==> config.mk <==
export PLATFORM = sky130hd
export DESIGN_NAME = free_list_node_allocator
export DESIGN_NICKNAME = d
export VERILOG_FILES = /design/src/rtl/fla_pkg.sv /design/src/rtl/free_list_node_allocator.sv /design/src/rtl/fla_ram.sv /design/src/rtl/fla_datapath.sv /design/src/rtl/fla_ctrl.sv
export SDC_FILE = /design/constraint.sdc
export NUM_CORES = 2
export LEC_CHECK = 0
export BUFFER_PORTS_ARGS = -buffer_cell sky130_fd_sc_hd__buf_2
export CAP_MARGIN = 5
export CORE_MARGIN = 8
export CORE_UTILIZATION = 60
export DETAILED_ROUTE_END_ITERATION = 7
export MAX_ROUTING_LAYER = met4
export PLACE_DENSITY = 0.82
export RECOVER_POWER = 25
export SLEW_MARGIN = 10
export SYNTH_ARGS = -nofsm -noshare
export SYNTH_HDL_FRONTEND = slang
export SYNTH_SLANG_ARGS = --single-unit
export TNS_END_PERCENT = 100
==> constraint.sdc <==
create_clock -name clk -period 7.9 [get_ports clk]
set_input_delay 1.185 -clock clk [delete_from_list [all_inputs] [get_ports clk]]
set_output_delay 1.185 -clock clk [all_outputs]
set_load 0.02 [all_outputs]
==> src/rtl/fla_pkg.sv <==
// Shared types of the free list node allocator: function codes, command and status
// words between controller and datapath, and their select codes. No dependencies.
package fla_pkg;

	typedef enum logic [2:0] {
		FN_ALLOC = 3'd0,
		FN_FREE  = 3'd1,
		FN_WRITE = 3'd2,
		FN_READ  = 3'd3,
		FN_TEST  = 3'd4
	} fla_func_t;

	typedef enum logic [2:0] {
		X_HOLD = 3'd0,
		X_HEAD = 3'd1,
		X_ADDR = 3'd2,
		X_NEXT = 3'd3,
		X_INC  = 3'd4
	} fla_xsel_t;

	typedef enum logic [1:0] {
		C_HOLD = 2'd0,
		C_ZERO = 2'd1,
		C_ONE  = 2'd2,
		C_INC  = 2'd3
	} fla_csel_t;

	typedef enum logic [1:0] {
		LW_INIT   = 2'd0,
		LW_NIL    = 2'd1,
		LW_TAIL   = 2'd2,
		LW_SPLICE = 2'd3
	} fla_lwsel_t;

	typedef struct packed {
		logic       accept;
		fla_xsel_t  xsel;
		fla_csel_t  csel;
		logic       link_rd_head;
		logic       link_we;
		fla_lwsel_t link_wsel;
		logic       key_we;
		logic       data_we;
		logic       data_zero;
		logic       alloc_take;
		logic       set_tail;
		logic       splice;
		logic       set_oos;
		logic       set_found;
		logic       set_rval;
		logic       set_free;
		logic       load_out;
	} fla_cmd_t;

	typedef struct packed {
		logic addr_ok;
		logic head_null;
		logic x_null;
		logic x_hit;
		logic nx_null;
		logic key_hit;
		logic cnt_full;
		logic init_last;
		logic in_group;
		logic out_free;
	} fla_status_t;

endpackage

==> src/rtl/free_list_node_allocator.sv <==
// Top level of the free list node allocator: joins controller and datapath.
// Uses fla_pkg, fla_ctrl, fla_datapath.
//
//   channel  valid      stall      word
//   input    in_valid   in_stall   func addr key value last
//   output   out_valid  out_stall  start_addr read_value found is_free free_count
//                                  out_of_space
//
// After reset a clearing pass sets up the links and zeroes data.
// Allocate takes the free head; on an empty free list it reports out of space. Unknown
// codes go straight to the result. Test walks the free list until it meets the address;
// free walks like test, then follows its chain and splices it onto the free list. Write
// and read walk the chain from the address until the key matches.
// One item is in work at a time; a finished word waits in the output register meanwhile.
module free_list_node_allocator import fla_pkg::*; #(
	parameter int NODES = 64,
	parameter int KEY_BITS = 8,
	parameter int DATA_BITS = 32,
	localparam int AW = $clog2(NODES),
	localparam int CW = $clog2(NODES + 1)
) (
	input  logic                        clk,
	input  logic                        arst_n,
	input  logic                        in_valid,
	output logic                        in_stall,
	input  logic [2:0]                  func,
	input  logic [AW-1:0]               addr,
	input  logic [KEY_BITS-1:0]         key,
	input  logic signed [DATA_BITS-1:0] value,
	input  logic                        last,
	output logic                        out_valid,
	input  logic                        out_stall,
	output logic [AW-1:0]               start_addr,
	output logic signed [DATA_BITS-1:0] read_value,
	output logic                        found,
	output logic                        is_free,
	output logic [CW-1:0]               free_count,
	output logic                        out_of_space
);

	fla_cmd_t    cmd;
	fla_status_t st;

	fla_ctrl u_ctrl (
		.clk      (clk),
		.arst_n   (arst_n),
		.in_valid (in_valid),
		.in_stall (in_stall),
		.func     (func),
		.st       (st),
		.cmd      (cmd)
	);

	fla_datapath #(
		.NODES     (NODES),
		.KEY_BITS  (KEY_BITS),
		.DATA_BITS (DATA_BITS)
	) u_dp (
		.clk          (clk),
		.arst_n       (arst_n),
		.cmd          (cmd),
		.st           (st),
		.addr         (addr),
		.key          (key),
		.value        (value),
		.last         (last),
		.out_valid    (out_valid),
		.out_stall    (out_stall),
		.start_addr   (start_addr),
		.read_value   (read_value),
		.found        (found),
		.is_free      (is_free),
		.free_count   (free_count),
		.out_of_space (out_of_space)
	);

endmodule

==> src/rtl/fla_ram.sv <==
// Generic single write port RAM with one registered read port.
// Read during write to the same address returns the old word. No dependencies.
module fla_ram #(
	parameter int WIDTH = 8,
	parameter int DEPTH = 64,
	localparam int AW = $clog2(DEPTH)
) (
	input  logic             clk,
	input  logic             we,
	input  logic [AW-1:0]    waddr,
	input  logic [WIDTH-1:0] wdata,
	input  logic [AW-1:0]    raddr,
	output logic [WIDTH-1:0] rdata
);

	logic [WIDTH-1:0] mem [DEPTH];

	always_ff @(posedge clk) begin
		if (we) begin
			mem[waddr] <= wdata;
		end
		rdata <= mem[raddr];
	end

endmodule

==> src/rtl/fla_datapath.sv <==
// Datapath of the free list node allocator: node memories, list registers,
// walk pointer and counter, result staging and output register. Uses fla_pkg, fla_ram.
module fla_datapath import fla_pkg::*; #(
	parameter int NODES = 64,
	parameter int KEY_BITS = 8,
	parameter int DATA_BITS = 32,
	localparam int AW = $clog2(NODES),
	localparam int PW = AW + 1,
	localparam int CW = $clog2(NODES + 1)
) (
	input  logic                        clk,
	input  logic                        arst_n,
	input  fla_cmd_t                    cmd,
	output fla_status_t                 st,
	input  logic [AW-1:0]               addr,
	input  logic [KEY_BITS-1:0]         key,
	input  logic signed [DATA_BITS-1:0] value,
	input  logic                        last,
	output logic                        out_valid,
	input  logic                        out_stall,
	output logic [AW-1:0]               start_addr,
	output logic signed [DATA_BITS-1:0] read_value,
	output logic                        found,
	output logic                        is_free,
	output logic [CW-1:0]               free_count,
	output logic                        out_of_space
);

	localparam logic [PW-1:0] NIL = PW'(NODES);
	localparam logic [CW-1:0] FULL = CW'(NODES);

	logic [AW-1:0]               addr_q;
	logic [KEY_BITS-1:0]         key_q;
	logic signed [DATA_BITS-1:0] value_q;
	logic                        last_q;
	logic [PW-1:0]               free_head_q;
	logic [CW-1:0]               free_nodes_q;
	logic [AW-1:0]               group_start_q;
	logic [AW-1:0]               group_tail_q;
	logic                        in_group_q;
	logic [PW-1:0]               x_q;
	logic [CW-1:0]               cnt_q;
	logic                        out_valid_q;

	logic [AW-1:0]               res_start_q;
	logic signed [DATA_BITS-1:0] res_rval_q;
	logic                        res_found_q;
	logic                        res_free_q;
	logic                        res_oos_q;

	logic [AW-1:0]               start_q;
	logic signed [DATA_BITS-1:0] rval_q;
	logic                        found_q;
	logic                        free_q;
	logic                        oos_q;
	logic [CW-1:0]               count_q;

	logic [AW-1:0]        link_waddr;
	logic [PW-1:0]        link_wdata;
	logic [AW-1:0]        link_raddr;
	logic [PW-1:0]        link_rdata;
	logic [KEY_BITS-1:0]  key_rdata;
	logic [DATA_BITS-1:0] data_wdata;
	logic [DATA_BITS-1:0] data_rdata;
	logic [PW-1:0]        nx;
	logic [PW-1:0]        x_d;
	logic [CW-1:0]        cnt_d;
	logic [CW:0]          sum;
	logic [CW-1:0]        sum_cap;

	assign nx = (link_rdata >= NIL) ? NIL : link_rdata;
	assign link_raddr = cmd.link_rd_head ? free_head_q[AW-1:0] : x_q[AW-1:0];
	assign data_wdata = cmd.data_zero ? '0 : value_q;
	assign sum = {1'b0, free_nodes_q} + {1'b0, cnt_q};
	assign sum_cap = (sum > {1'b0, FULL}) ? FULL : sum[CW-1:0];

	always_comb begin
		unique case (cmd.link_wsel)
			LW_INIT: begin
				link_waddr = x_q[AW-1:0];
				link_wdata = x_q + PW'(1);
			end
			LW_NIL: begin
				link_waddr = free_head_q[AW-1:0];
				link_wdata = NIL;
			end
			LW_TAIL: begin
				link_waddr = group_tail_q;
				link_wdata = x_q;
			end
			LW_SPLICE: begin
				link_waddr = x_q[AW-1:0];
				link_wdata = free_head_q;
			end
		endcase
	end

	always_comb begin
		unique case (cmd.xsel)
			X_HOLD: x_d = x_q;
			X_HEAD: x_d = free_head_q;
			X_ADDR: x_d = {1'b0, (cmd.accept ? addr : addr_q)};
			X_NEXT: x_d = nx;
			X_INC:  x_d = x_q + PW'(1);
			default: x_d = x_q;
		endcase
		unique case (cmd.csel)
			C_HOLD: cnt_d = cnt_q;
			C_ZERO: cnt_d = '0;
			C_ONE:  cnt_d = CW'(1);
			C_INC:  cnt_d = cnt_q + CW'(1);
		endcase
	end

	fla_ram #(.WIDTH(PW), .DEPTH(NODES)) u_link (
		.clk   (clk),
		.we    (cmd.link_we),
		.waddr (link_waddr),
		.wdata (link_wdata),
		.raddr (link_raddr),
		.rdata (link_rdata)
	);

	fla_ram #(.WIDTH(KEY_BITS), .DEPTH(NODES)) u_key (
		.clk   (clk),
		.we    (cmd.key_we),
		.waddr (free_head_q[AW-1:0]),
		.wdata (key_q),
		.raddr (x_q[AW-1:0]),
		.rdata (key_rdata)
	);

	fla_ram #(.WIDTH(DATA_BITS), .DEPTH(NODES)) u_data (
		.clk   (clk),
		.we    (cmd.data_we),
		.waddr (x_q[AW-1:0]),
		.wdata (data_wdata),
		.raddr (x_q[AW-1:0]),
		.rdata (data_rdata)
	);

	always_ff @(posedge clk or negedge arst_n) begin
		if (!arst_n) begin
			free_head_q   <= '0;
			free_nodes_q  <= FULL;
			group_start_q <= '0;
			group_tail_q  <= '0;
			in_group_q    <= 1'b0;
			x_q           <= '0;
			cnt_q         <= '0;
			out_valid_q   <= 1'b0;
		end else begin
			x_q   <= x_d;
			cnt_q <= cnt_d;
			if (cmd.alloc_take) begin
				free_head_q <= nx;
				if (free_nodes_q != '0) begin
					free_nodes_q <= free_nodes_q - CW'(1);
				end
				if (!in_group_q) begin
					group_start_q <= free_head_q[AW-1:0];
				end
				in_group_q <= !last_q;
			end
			if (cmd.splice) begin
				free_head_q  <= {1'b0, addr_q};
				free_nodes_q <= sum_cap;
			end
			if (cmd.set_tail) begin
				group_tail_q <= x_q[AW-1:0];
			end
			if (cmd.load_out) begin
				out_valid_q <= 1'b1;
			end else if (!out_stall) begin
				out_valid_q <= 1'b0;
			end
		end
	end

	always_ff @(posedge clk) begin
		if (cmd.accept) begin
			addr_q      <= addr;
			key_q       <= key;
			value_q     <= value;
			last_q      <= last;
			res_start_q <= '0;
			res_rval_q  <= '0;
			res_found_q <= 1'b0;
			res_free_q  <= 1'b0;
			res_oos_q   <= 1'b0;
		end
		if (cmd.alloc_take && last_q) begin
			res_start_q <= in_group_q ? group_start_q : free_head_q[AW-1:0];
		end
		if (cmd.set_rval) begin
			res_rval_q <= data_rdata;
		end
		if (cmd.set_found) begin
			res_found_q <= 1'b1;
		end
		if (cmd.set_free) begin
			res_free_q <= 1'b1;
		end
		if (cmd.set_oos) begin
			res_oos_q <= 1'b1;
		end
		if (cmd.load_out) begin
			start_q <= res_start_q;
			rval_q  <= res_rval_q;
			found_q <= res_found_q;
			free_q  <= res_free_q;
			oos_q   <= res_oos_q;
			count_q <= free_nodes_q;
		end
	end

	assign st.addr_ok   = {1'b0, addr_q} < NIL;
	assign st.head_null = free_head_q >= NIL;
	assign st.x_null    = x_q >= NIL;
	assign st.x_hit     = x_q == {1'b0, addr_q};
	assign st.nx_null   = nx == NIL;
	assign st.key_hit   = key_rdata == key_q;
	assign st.cnt_full  = cnt_q == FULL;
	assign st.init_last = x_q == PW'(NODES - 1);
	assign st.in_group  = in_group_q;
	assign st.out_free  = !out_valid_q || !out_stall;

	assign out_valid    = out_valid_q;
	assign start_addr   = start_q;
	assign read_value   = rval_q;
	assign found        = found_q;
	assign is_free      = free_q;
	assign free_count   = count_q;
	assign out_of_space = oos_q;

endmodule

==> src/rtl/fla_ctrl.sv <==
// Controller of the free list node allocator: one-hot state machine that
// sequences clearing pass, allocation, list walks and result hand-off. Uses fla_pkg.
module fla_ctrl import fla_pkg::*; (
	input  logic        clk,
	input  logic        arst_n,
	input  logic        in_valid,
	output logic        in_stall,
	input  logic [2:0]  func,
	input  fla_status_t st,
	output fla_cmd_t    cmd
);

	typedef enum logic [11:0] {
		S_INIT      = 12'b000000000001,
		S_IDLE      = 12'b000000000010,
		S_ALOC      = 12'b000000000100,
		S_ALOC_WR   = 12'b000000001000,
		S_ALOC_LINK = 12'b000000010000,
		S_MEM_LOOK  = 12'b000000100000,
		S_MEM_STEP  = 12'b000001000000,
		S_CH_LOOK   = 12'b000010000000,
		S_CH_STEP   = 12'b000100000000,
		S_KEY_LOOK  = 12'b001000000000,
		S_KEY_CHK   = 12'b010000000000,
		S_DONE      = 12'b100000000000
	} fla_state_t;

	fla_state_t state_q, state_d;
	logic [2:0] op_q, op_d;
	logic       link_q, link_d;

	assign in_stall = state_q != S_IDLE;

	always_comb begin
		state_d = state_q;
		op_d    = op_q;
		link_d  = link_q;
		cmd     = '0;
		unique case (state_q)
			S_INIT: begin
				cmd.link_we   = 1'b1;
				cmd.link_wsel = LW_INIT;
				cmd.data_we   = 1'b1;
				cmd.data_zero = 1'b1;
				cmd.xsel      = X_INC;
				if (st.init_last) begin
					state_d = S_IDLE;
				end
			end
			S_IDLE: begin
				if (in_valid) begin
					cmd.accept = 1'b1;
					op_d       = func;
					unique case (func)
						FN_ALLOC: state_d = S_ALOC;
						FN_FREE, FN_TEST: begin
							cmd.xsel = X_HEAD;
							cmd.csel = C_ZERO;
							state_d  = S_MEM_LOOK;
						end
						FN_WRITE, FN_READ: begin
							cmd.xsel = X_ADDR;
							cmd.csel = C_ZERO;
							state_d  = S_KEY_LOOK;
						end
						default: state_d = S_DONE;
					endcase
				end
			end
			S_ALOC: begin
				if (st.head_null) begin
					cmd.set_oos = 1'b1;
					state_d     = S_DONE;
				end else begin
					cmd.link_rd_head = 1'b1;
					state_d          = S_ALOC_WR;
				end
			end
			S_ALOC_WR: begin
				cmd.alloc_take = 1'b1;
				cmd.key_we     = 1'b1;
				cmd.link_we    = 1'b1;
				cmd.link_wsel  = LW_NIL;
				cmd.xsel       = X_HEAD;
				link_d         = st.in_group;
				state_d        = S_ALOC_LINK;
			end
			S_ALOC_LINK: begin
				cmd.link_we   = link_q;
				cmd.link_wsel = LW_TAIL;
				cmd.set_tail  = 1'b1;
				state_d       = S_DONE;
			end
			S_MEM_LOOK: begin
				priority if (!st.addr_ok) begin
					state_d = S_DONE;
				end else if (st.x_null || st.cnt_full) begin
					if (op_q == FN_TEST) begin
						state_d = S_DONE;
					end else begin
						cmd.xsel = X_ADDR;
						cmd.csel = C_ONE;
						state_d  = S_CH_LOOK;
					end
				end else if (st.x_hit) begin
					cmd.set_free = op_q == FN_TEST;
					state_d      = S_DONE;
				end else begin
					state_d = S_MEM_STEP;
				end
			end
			S_MEM_STEP: begin
				cmd.xsel = X_NEXT;
				cmd.csel = C_INC;
				state_d  = S_MEM_LOOK;
			end
			S_CH_LOOK: begin
				state_d = S_CH_STEP;
			end
			S_CH_STEP: begin
				priority if (st.nx_null) begin
					cmd.link_we   = 1'b1;
					cmd.link_wsel = LW_SPLICE;
					cmd.splice    = 1'b1;
					state_d       = S_DONE;
				end else if (st.cnt_full) begin
					state_d = S_DONE;
				end else begin
					cmd.xsel = X_NEXT;
					cmd.csel = C_INC;
					state_d  = S_CH_LOOK;
				end
			end
			S_KEY_LOOK: begin
				if (st.x_null || st.cnt_full) begin
					state_d = S_DONE;
				end else begin
					state_d = S_KEY_CHK;
				end
			end
			S_KEY_CHK: begin
				if (st.key_hit) begin
					cmd.set_found = 1'b1;
					cmd.data_we   = op_q == FN_WRITE;
					cmd.set_rval  = op_q == FN_READ;
					state_d       = S_DONE;
				end else begin
					cmd.xsel = X_NEXT;
					cmd.csel = C_INC;
					state_d  = S_KEY_LOOK;
				end
			end
			S_DONE: begin
				if (st.out_free) begin
					cmd.load_out = 1'b1;
					state_d      = S_IDLE;
				end
			end
			default: state_d = S_INIT;
		endcase
	end

	always_ff @(posedge clk or negedge arst_n) begin
		if (!arst_n) begin
			state_q <= S_INIT;
			op_q    <= FN_ALLOC;
			link_q  <= 1'b0;
		end else begin
			state_q <= state_d;
			op_q    <= op_d;
			link_q  <= link_d;
		end
	end

endmodule

* Yosys cells after proc, flatten, opt, wreduce, memory -nomap -nowiden
Memory sizes are Yosys's and may differ from the RTL's. A register that Yosys moved wholly into a read port is not among the register bits. Index checks and enable logic that the tools add are counted.
Operators by class: $add $sub $neg 4, magnitude comparators 4, eq/ne operators 39, mux-type cells 70, reduce and logical (&&, ||, !) cells 21
Operator list (number):
- $pmux 12 s12 | 1
- $mux 12 | 11
- $mux 32 | 3
- $pmux 7 s4 | 2
- $mux 7 | 7
- $mux 6 | 6
- $pmux 12 s3 | 1
- $mux 1 | 24
- $ge 7x7->1 const B | 3
- $pmux 3 s7 | 1
- $pmux 7 s3 | 1
- $eq 3x2->1 const B | 6
- $pmux 6 s3 | 1
- $add 7x1->7 const B | 2
- $eq 7x7->1 const B | 2
- $eq 12x1->1 const B | 1
- $eq 12x10->1 const B | 1
- $eq 12x11->1 const B | 1
- $eq 12x12->1 const B | 1
- $eq 12x2->1 const B | 1
- $eq 12x3->1 const B | 1
- $eq 12x4->1 const B | 1
- $eq 12x5->1 const B | 1
- $eq 12x6->1 const B | 1
- 35 further kinds | 58
Storage, ports and cells: flip-flop bits (word level) 194, RAM bits 3008, input bits 54, memories 3
Memories:
- u_dp.u_data.mem | depth 64, bits a word 32, read ports 1, clocked after memory_dff 1, wr ports 1, line fla_ram.sv:16 | logic [WIDTH-1:0] mem [DEPTH];
- u_dp.u_key.mem | depth 64, bits a word 8, read ports 1, clocked after memory_dff 1, wr ports 1, line fla_ram.sv:16
- u_dp.u_link.mem | depth 64, bits a word 7, read ports 1, clocked after memory_dff 1, wr ports 1, line fla_ram.sv:16

* Logic depth before layout (Yosys ltp)
word-level depth 8, gate-level depth with buffers 15, mapped depth without buffers 13

* Modules after synthesis
Synthesis repeated with hierarchy kept, for this count alone.
Unflattened totals: cells, all modules 5837, area, all modules 125366.5 um^2
By module, submodules not included:
- fla_ram (u_dp.u_data) | times used 1, cells an instance 3324, area an instance 78515.3 um^2
- fla_ram (u_dp.u_key) | times used 1, cells an instance 940, area an instance 20166.8 um^2
- fla_ram (u_dp.u_link) | times used 1, cells an instance 827, area an instance 17635.7 um^2
- fla_datapath | times used 1, cells an instance 598, area an instance 7791.2 um^2
- fla_ctrl | times used 1, cells an instance 148, area an instance 1257.5 um^2

* Worst setup path before layout
OpenSTA, ideal clock, no wires.
kind register to register, from register u_ctrl.state_q[1], to memory u_dp.u_link.mem[0][5] (netlist bit), data pin, library setup time 702 ps, arrival 5199 ps, setup slack 1999 ps, stages on the path, launching flop included 11, clock period less this slack 5901 ps, cells stage by stage dfrtp_1 -> or4_1 -> nor3_1 -> nand4_1 -> and2_1 -> inv_1 -> ha_1 -> clkbuf_1 -> nor2b_1 -> and3b_1 -> o21ai_0
On the way: word-level cells in the longest chain between the ends 4, elaborated cells on any way between the ends 10, those cells by class 7 x eq/ne; 2 x mux; 1 x reduce/logical
Ends and longest elaborated chain:
- start: declaration | line fla_ctrl.sv:28 | fla_state_t state_q, state_d;
- start signal: assignment | line fla_ctrl.sv:169 | state_q <= state_d;
- $eq 12x9->1, or another cell as far along | line fla_ctrl.sv:39 | unique case (state_q)
- $pmux 3 s4 (*) | line fla_ctrl.sv:39
- $eq 2x2->1, or another cell as far along | line fla_datapath.sv:78 | unique case (cmd.link_wsel)
- $pmux 7 s4 (*) | line fla_datapath.sv:78
- named net u_dp.link_wdata[5] | line fla_datapath.sv:59 | logic [PW-1:0] link_wdata;
- end: declaration | line fla_ram.sv:16
The timed path passes the listed nets; every way through them passes the cells marked *.

* Worst setup path after layout
from register u_ctrl.state_q[8], to memory u_dp.u_data.mem[21][7] (netlist bit), data pin
On the way: word-level cells in the longest chain between the ends 3
Ends and longest elaborated chain:
- $eq 12x1->1 | line fla_ctrl.sv:39
- $mux 1 | line fla_ctrl.sv:39
- $mux 32 | line fla_datapath.sv:73 | assign data_wdata = cmd.data_zero ? '0 : value_q;
- named net u_dp.data_wdata[7] | line fla_datapath.sv:63 | logic [DATA_BITS-1:0] data_wdata;
- end: declaration | line fla_ram.sv:16
The timed path passes the listed nets, and every way through them passes these cells.

==> results.txt <==
----------------------------------------------------
[Routing]
  Number of iterations in the first detailed-routing pass ... 8
  Detailed-route DRC error count ... 8
  Initial detailed-routing violation count ... roughly 15000
  Via density per instance ... 7.34
  Remaining antenna violation count after routing ... 0
  Detailed Route WL ... about 340 mm
  Per-cell routed wire length ... 34.8 um
  Detailed-route via count ... just over 70000

[Setup path]
  Data required time at the worst endpoint ... about 8 ns
  Critical path start-end classification ... flop to flop
  Kind of end point of the critical path ... flop
  Type of origin of the critical path ... flop
  Data arrival time of the critical path ... approximately 6.9 ns
  Highest net fanout along the worst path ... 64
  Reg2Reg Setup Slack ... 1.07 ns

[Logic synthesis]
  Number of nets in the synthesized netlist ... ~6900
  Yosys warnings ... 0
  Post-synthesis sequential element count ... ~3200
  Post-synthesis average cell area ... about 18 sq um
  Area share of the leading cell type in the synthesized netlist ... 78.9%
  Yosys cell types ... 73
  Number of enable flip-flop cells after synthesis ... 3135
  Post-synth ARST share ... roughly 1.8%
  Top flip-flop cell by instance count after synthesis ... sky130_fd_sc_hd__edfxtp_1
  Dominant cells by area after synthesis ... sky130_fd_sc_hd__edfxtp_1 (79%), sky130_fd_sc_hd__a22oi_1 (5.1%), sky130_fd_sc_hd__a221oi_1 (1.8%), sky130_fd_sc_hd__a22o_1 (1.8%), sky130_fd_sc_hd__a31oi_1 (1.4%)
  Cell type contributing the most total cell area after synthesis ... sky130_fd_sc_hd__edfxtp_1
  Gate count after technology mapping ... a little under 7000
  Cell area after technology mapping ... between 0.1 and 0.15 sq mm
  Sequential area share after synthesis ... 81.1%

[Global route]
  Antenna violations before repair ... 21
  Aggregate global-route resource usage ... 31.8%
  Global-route wire length before repair ... 480 mm
  Number of global-route vias before repair ... around 68000
  Pin count of the biggest net entering global routing ... approximately 120
  Grt total ovfl ... 0

[Die]
  Core Footprint ... around 0.2 sq mm
  Number of placement rows ... approximately 160
  Starting Density ... just over 60%
  Horizontal die dimension ... about 460 um
  Vert. Die Dim ... 462 um
  Die footprint ... between 0.2 and 0.25 sq mm
  I/O pin cnt ... between 100 and 150

[Timing]
  Max-slew headroom ... -218%
  Total negative slack for setup checks ... 0 ns
  Slew at the pin with the worst max-slew slack ... around 4.8 ns
  Share of the cycle needed by the critical path after routing ... between 80% and 90%
  F_max ... 146 MHz
  Worst Skew ... around 0.08 ns
  Count of final max-slew check failures ... approximately 1400
  Count of final setup violators ... 0
  Count of final hold-check violations ... 0
  Post-layout min period ... roughly 6.8 ns
  Setup repair after global routing missed its margin ... false

[CTS]
  Number of sinks on the clock net ... approximately 3200
  TritonCTS clock tree ... yes
  Root Buffer ... sky130_fd_sc_hd__clkbuf_16
  Cts hold-fix bufs ... 0
  H-tree Lvls ... 5
  Clk Latency, worst-skew pair ... a little under 1 ns
  Post-CTS setup repair buffer count ... 0
  Number of buffers created by CTS ... around 320
  Count of cells resized by post-cts repair ... 0
  Reg clk slew, reported paths ... ~0.07 ns
  Maximum buffer depth of the clock tree ... 4

[Cells and area]
  Signed area change from the synthesized netlist to the final layout ... 11.7%
  Final nets ... about 7000
  Leading cell type in the layout, fill and taps excluded ... sky130_fd_sc_hd__edfxtp_1
  Commonest non-fill, non-tap cells in the layout ... sky130_fd_sc_hd__edfxtp_1 (3135), sky130_fd_sc_hd__a22oi_1 (805), sky130_fd_sc_hd__nand2_1 (340)
  Number of cells in the finished layout apart from fillers ... 9800
  Fraction of layout cells with a size suffix above 1 ... between 10% and 20%

[Power]
  PwrDens ... around 250 mW/mm^2
  Largest voltage drop on the vdd net ... roughly 0.0002 V
  Fraction of power consumed by combinational cells ... 0.1%
  Switching portion of total power ... 18.9%
  Static power due to leakage ... roughly 37 nW
  Sequential group share of total power ... a little under three fifths
  Switching power summed over all nets ... 6.33 mW
  Int Power ... 27.2 mW
  Part of the power in the clock network ... about 44%

[Placed design]
  Total placed cells including tap cells ... between 9000 and 10000
  Routability congestion estimate from global placement ... approximately 0.96
  # port buffers ... around 100
  Sum of net half-perimeters after detailed placement ... around 190 mm

[Run status]
  Run status ... complete, but fails checks
  Failing checks ... DRC, capacitance limit, slew limit

[Min path]
  Worst hold-check path type ... flop to flop

[Job]
  Max Cap Viol ... 22

----------------------------------------------------
## final timing paths
check	end	start	cells after the start
max in group asynchronous	u_dp.group_start_q[4]	arst_n	2
worst max-delay path	u_dp.u_data.mem[21][7]	u_ctrl.state_q[8]	5
worst min register to register	u_dp.read_value[14]	u_dp.res_rval_q[14]	0
worst min-delay path	u_dp.read_value[14]	u_dp.res_rval_q[14]	0
worst max register to register	u_dp.u_data.mem[21][7]	u_ctrl.state_q[8]	5
min in group asynchronous	u_dp.x_q[3]	arst_n	2
## through the flow
stage	power [mW]	cell area, sq um	utilization [%]	hold slack (ns)	worst slack (ns)
finish	33.5	133000	67.5	0.416	1.07
global route	34.1	133000	67.5	0.395	1.05
CTS	33.5	133000	67.5	0.376	2.55
detailed placement	19.0	123000	62.5	0.405	2.59
global placement	19.0	123000	62.5	0.403	2.77
floorplan	19.0	119000	-	0.400	2.00
## sequential cells by signal, summed over array words and instances (netlist names), 12 cells and up
name,count
u_ctrl.state_q,12
u_dp.read_value,32
u_dp.res_rval_q,32
u_dp.u_data.mem,2048
u_dp.u_data.rdata,32
u_dp.u_key.mem,512
u_dp.u_link.mem,448
u_dp.value_q,32
## power groups by stage
stage / combinational, mW / sequential (mW) / clock [mW]
6_report: 0.0266 / 18.6 / 14.9
5_1_grt: 0.0284 / 18.6 / 15.5
4_1_cts: 0.0271 / 18.6 / 14.8
3_5_place_dp: 0.0269 / 19.0 / 0
3_3_place_gp: 0.0260 / 19.0 / 0
2_1_floorplan: 0.00144 / 19.0 / 0
## logic make-up after synthesis
logic type	Yosys count	share of synthesized area, %
xor gates and xnor gates	26	0.191
DFF	3249	81.1
muxes	132	1.13
and+or+nand+nor	1087	4.34
AOI/OAI and AO/OA	1835	11.6
buffers and inverters	447	1.50
adders and majority gates	16	0.174
## critical path, cell delays in order (launching register included)
cell and delay, ns:
sky130_fd_sc_hd__dfrtp_1 0.45, sky130_fd_sc_hd__or4_1 0.24, sky130_fd_sc_hd__nor2_1 0.10, sky130_fd_sc_hd__nand4b_1 0.10
sky130_fd_sc_hd__clkbuf_1 1.43, sky130_fd_sc_hd__and2_0 3.49
## layout make-up
type	instances	area, sq um
fillers	11584	64100
diodes	14	35.0
multi-input cells	3096	21500
inverters	27	101
repair buffers	227	1580
well taps	2640	3300
flip-flops and latches	3249	96700
clock buffers	386	8380
clock inverters	161	1620
## Yosys cell counts, types with 11 or more instances
| library cell | n |
|---|---|
| sky130_fd_sc_hd__edfxtp_1 | 3135 |
| sky130_fd_sc_hd__a22oi_1 | 805 |
| sky130_fd_sc_hd__nand2_1 | 340 |
| sky130_fd_sc_hd__clkbuf_1 | 316 |
| sky130_fd_sc_hd__a31oi_1 | 265 |
| sky130_fd_sc_hd__nor2_1 | 256 |
| sky130_fd_sc_hd__a221oi_1 | 250 |
| sky130_fd_sc_hd__a22o_1 | 244 |
| sky130_fd_sc_hd__nand3_1 | 139 |
| sky130_fd_sc_hd__mux2i_1 | 119 |
| sky130_fd_sc_hd__a21oi_1 | 117 |
| sky130_fd_sc_hd__nand4_1 | 90 |
| sky130_fd_sc_hd__and2_1 | 76 |
| sky130_fd_sc_hd__buf_1 | 71 |
| sky130_fd_sc_hd__dfrtp_1 | 56 |
| sky130_fd_sc_hd__dfxtp_1 | 56 |
| sky130_fd_sc_hd__nor4_1 | 48 |
| sky130_fd_sc_hd__o21ai_0 | 39 |
| sky130_fd_sc_hd__and3_1 | 33 |
| sky130_fd_sc_hd__nor3_1 | 28 |
| sky130_fd_sc_hd__inv_1 | 24 |
| sky130_fd_sc_hd__a222oi_1 | 21 |
| sky130_fd_sc_hd__a32oi_1 | 15 |
| sky130_fd_sc_hd__buf_2 | 15 |
| sky130_fd_sc_hd__ha_1 | 15 |
| sky130_fd_sc_hd__a221o_1 | 14 |
| sky130_fd_sc_hd__a311oi_1 | 14 |
| sky130_fd_sc_hd__nor2b_1 | 13 |
| sky130_fd_sc_hd__xnor2_1 | 13 |
| sky130_fd_sc_hd__xor2_1 | 13 |
| sky130_fd_sc_hd__mux2_2 | 12 |
| sky130_fd_sc_hd__nand4b_1 | 12 |
| sky130_fd_sc_hd__buf_4 | 11 |
| sky130_fd_sc_hd__nand2b_1 | 11 |
| sky130_fd_sc_hd__nand3b_1 | 11 |
| sky130_fd_sc_hd__o21ai_1 | 11 |
## routing by layer
metal	global-route usage [%]	share of wire [%]	up-vias
li1	-	-	28315
met5	-	0	-
met2	47.7	45	7290
met1	39.6	32	35032
met3	8.09	15	1333
met4	19.1	7.9	0
No activity file was read; power rests on OpenSTA's default activity.
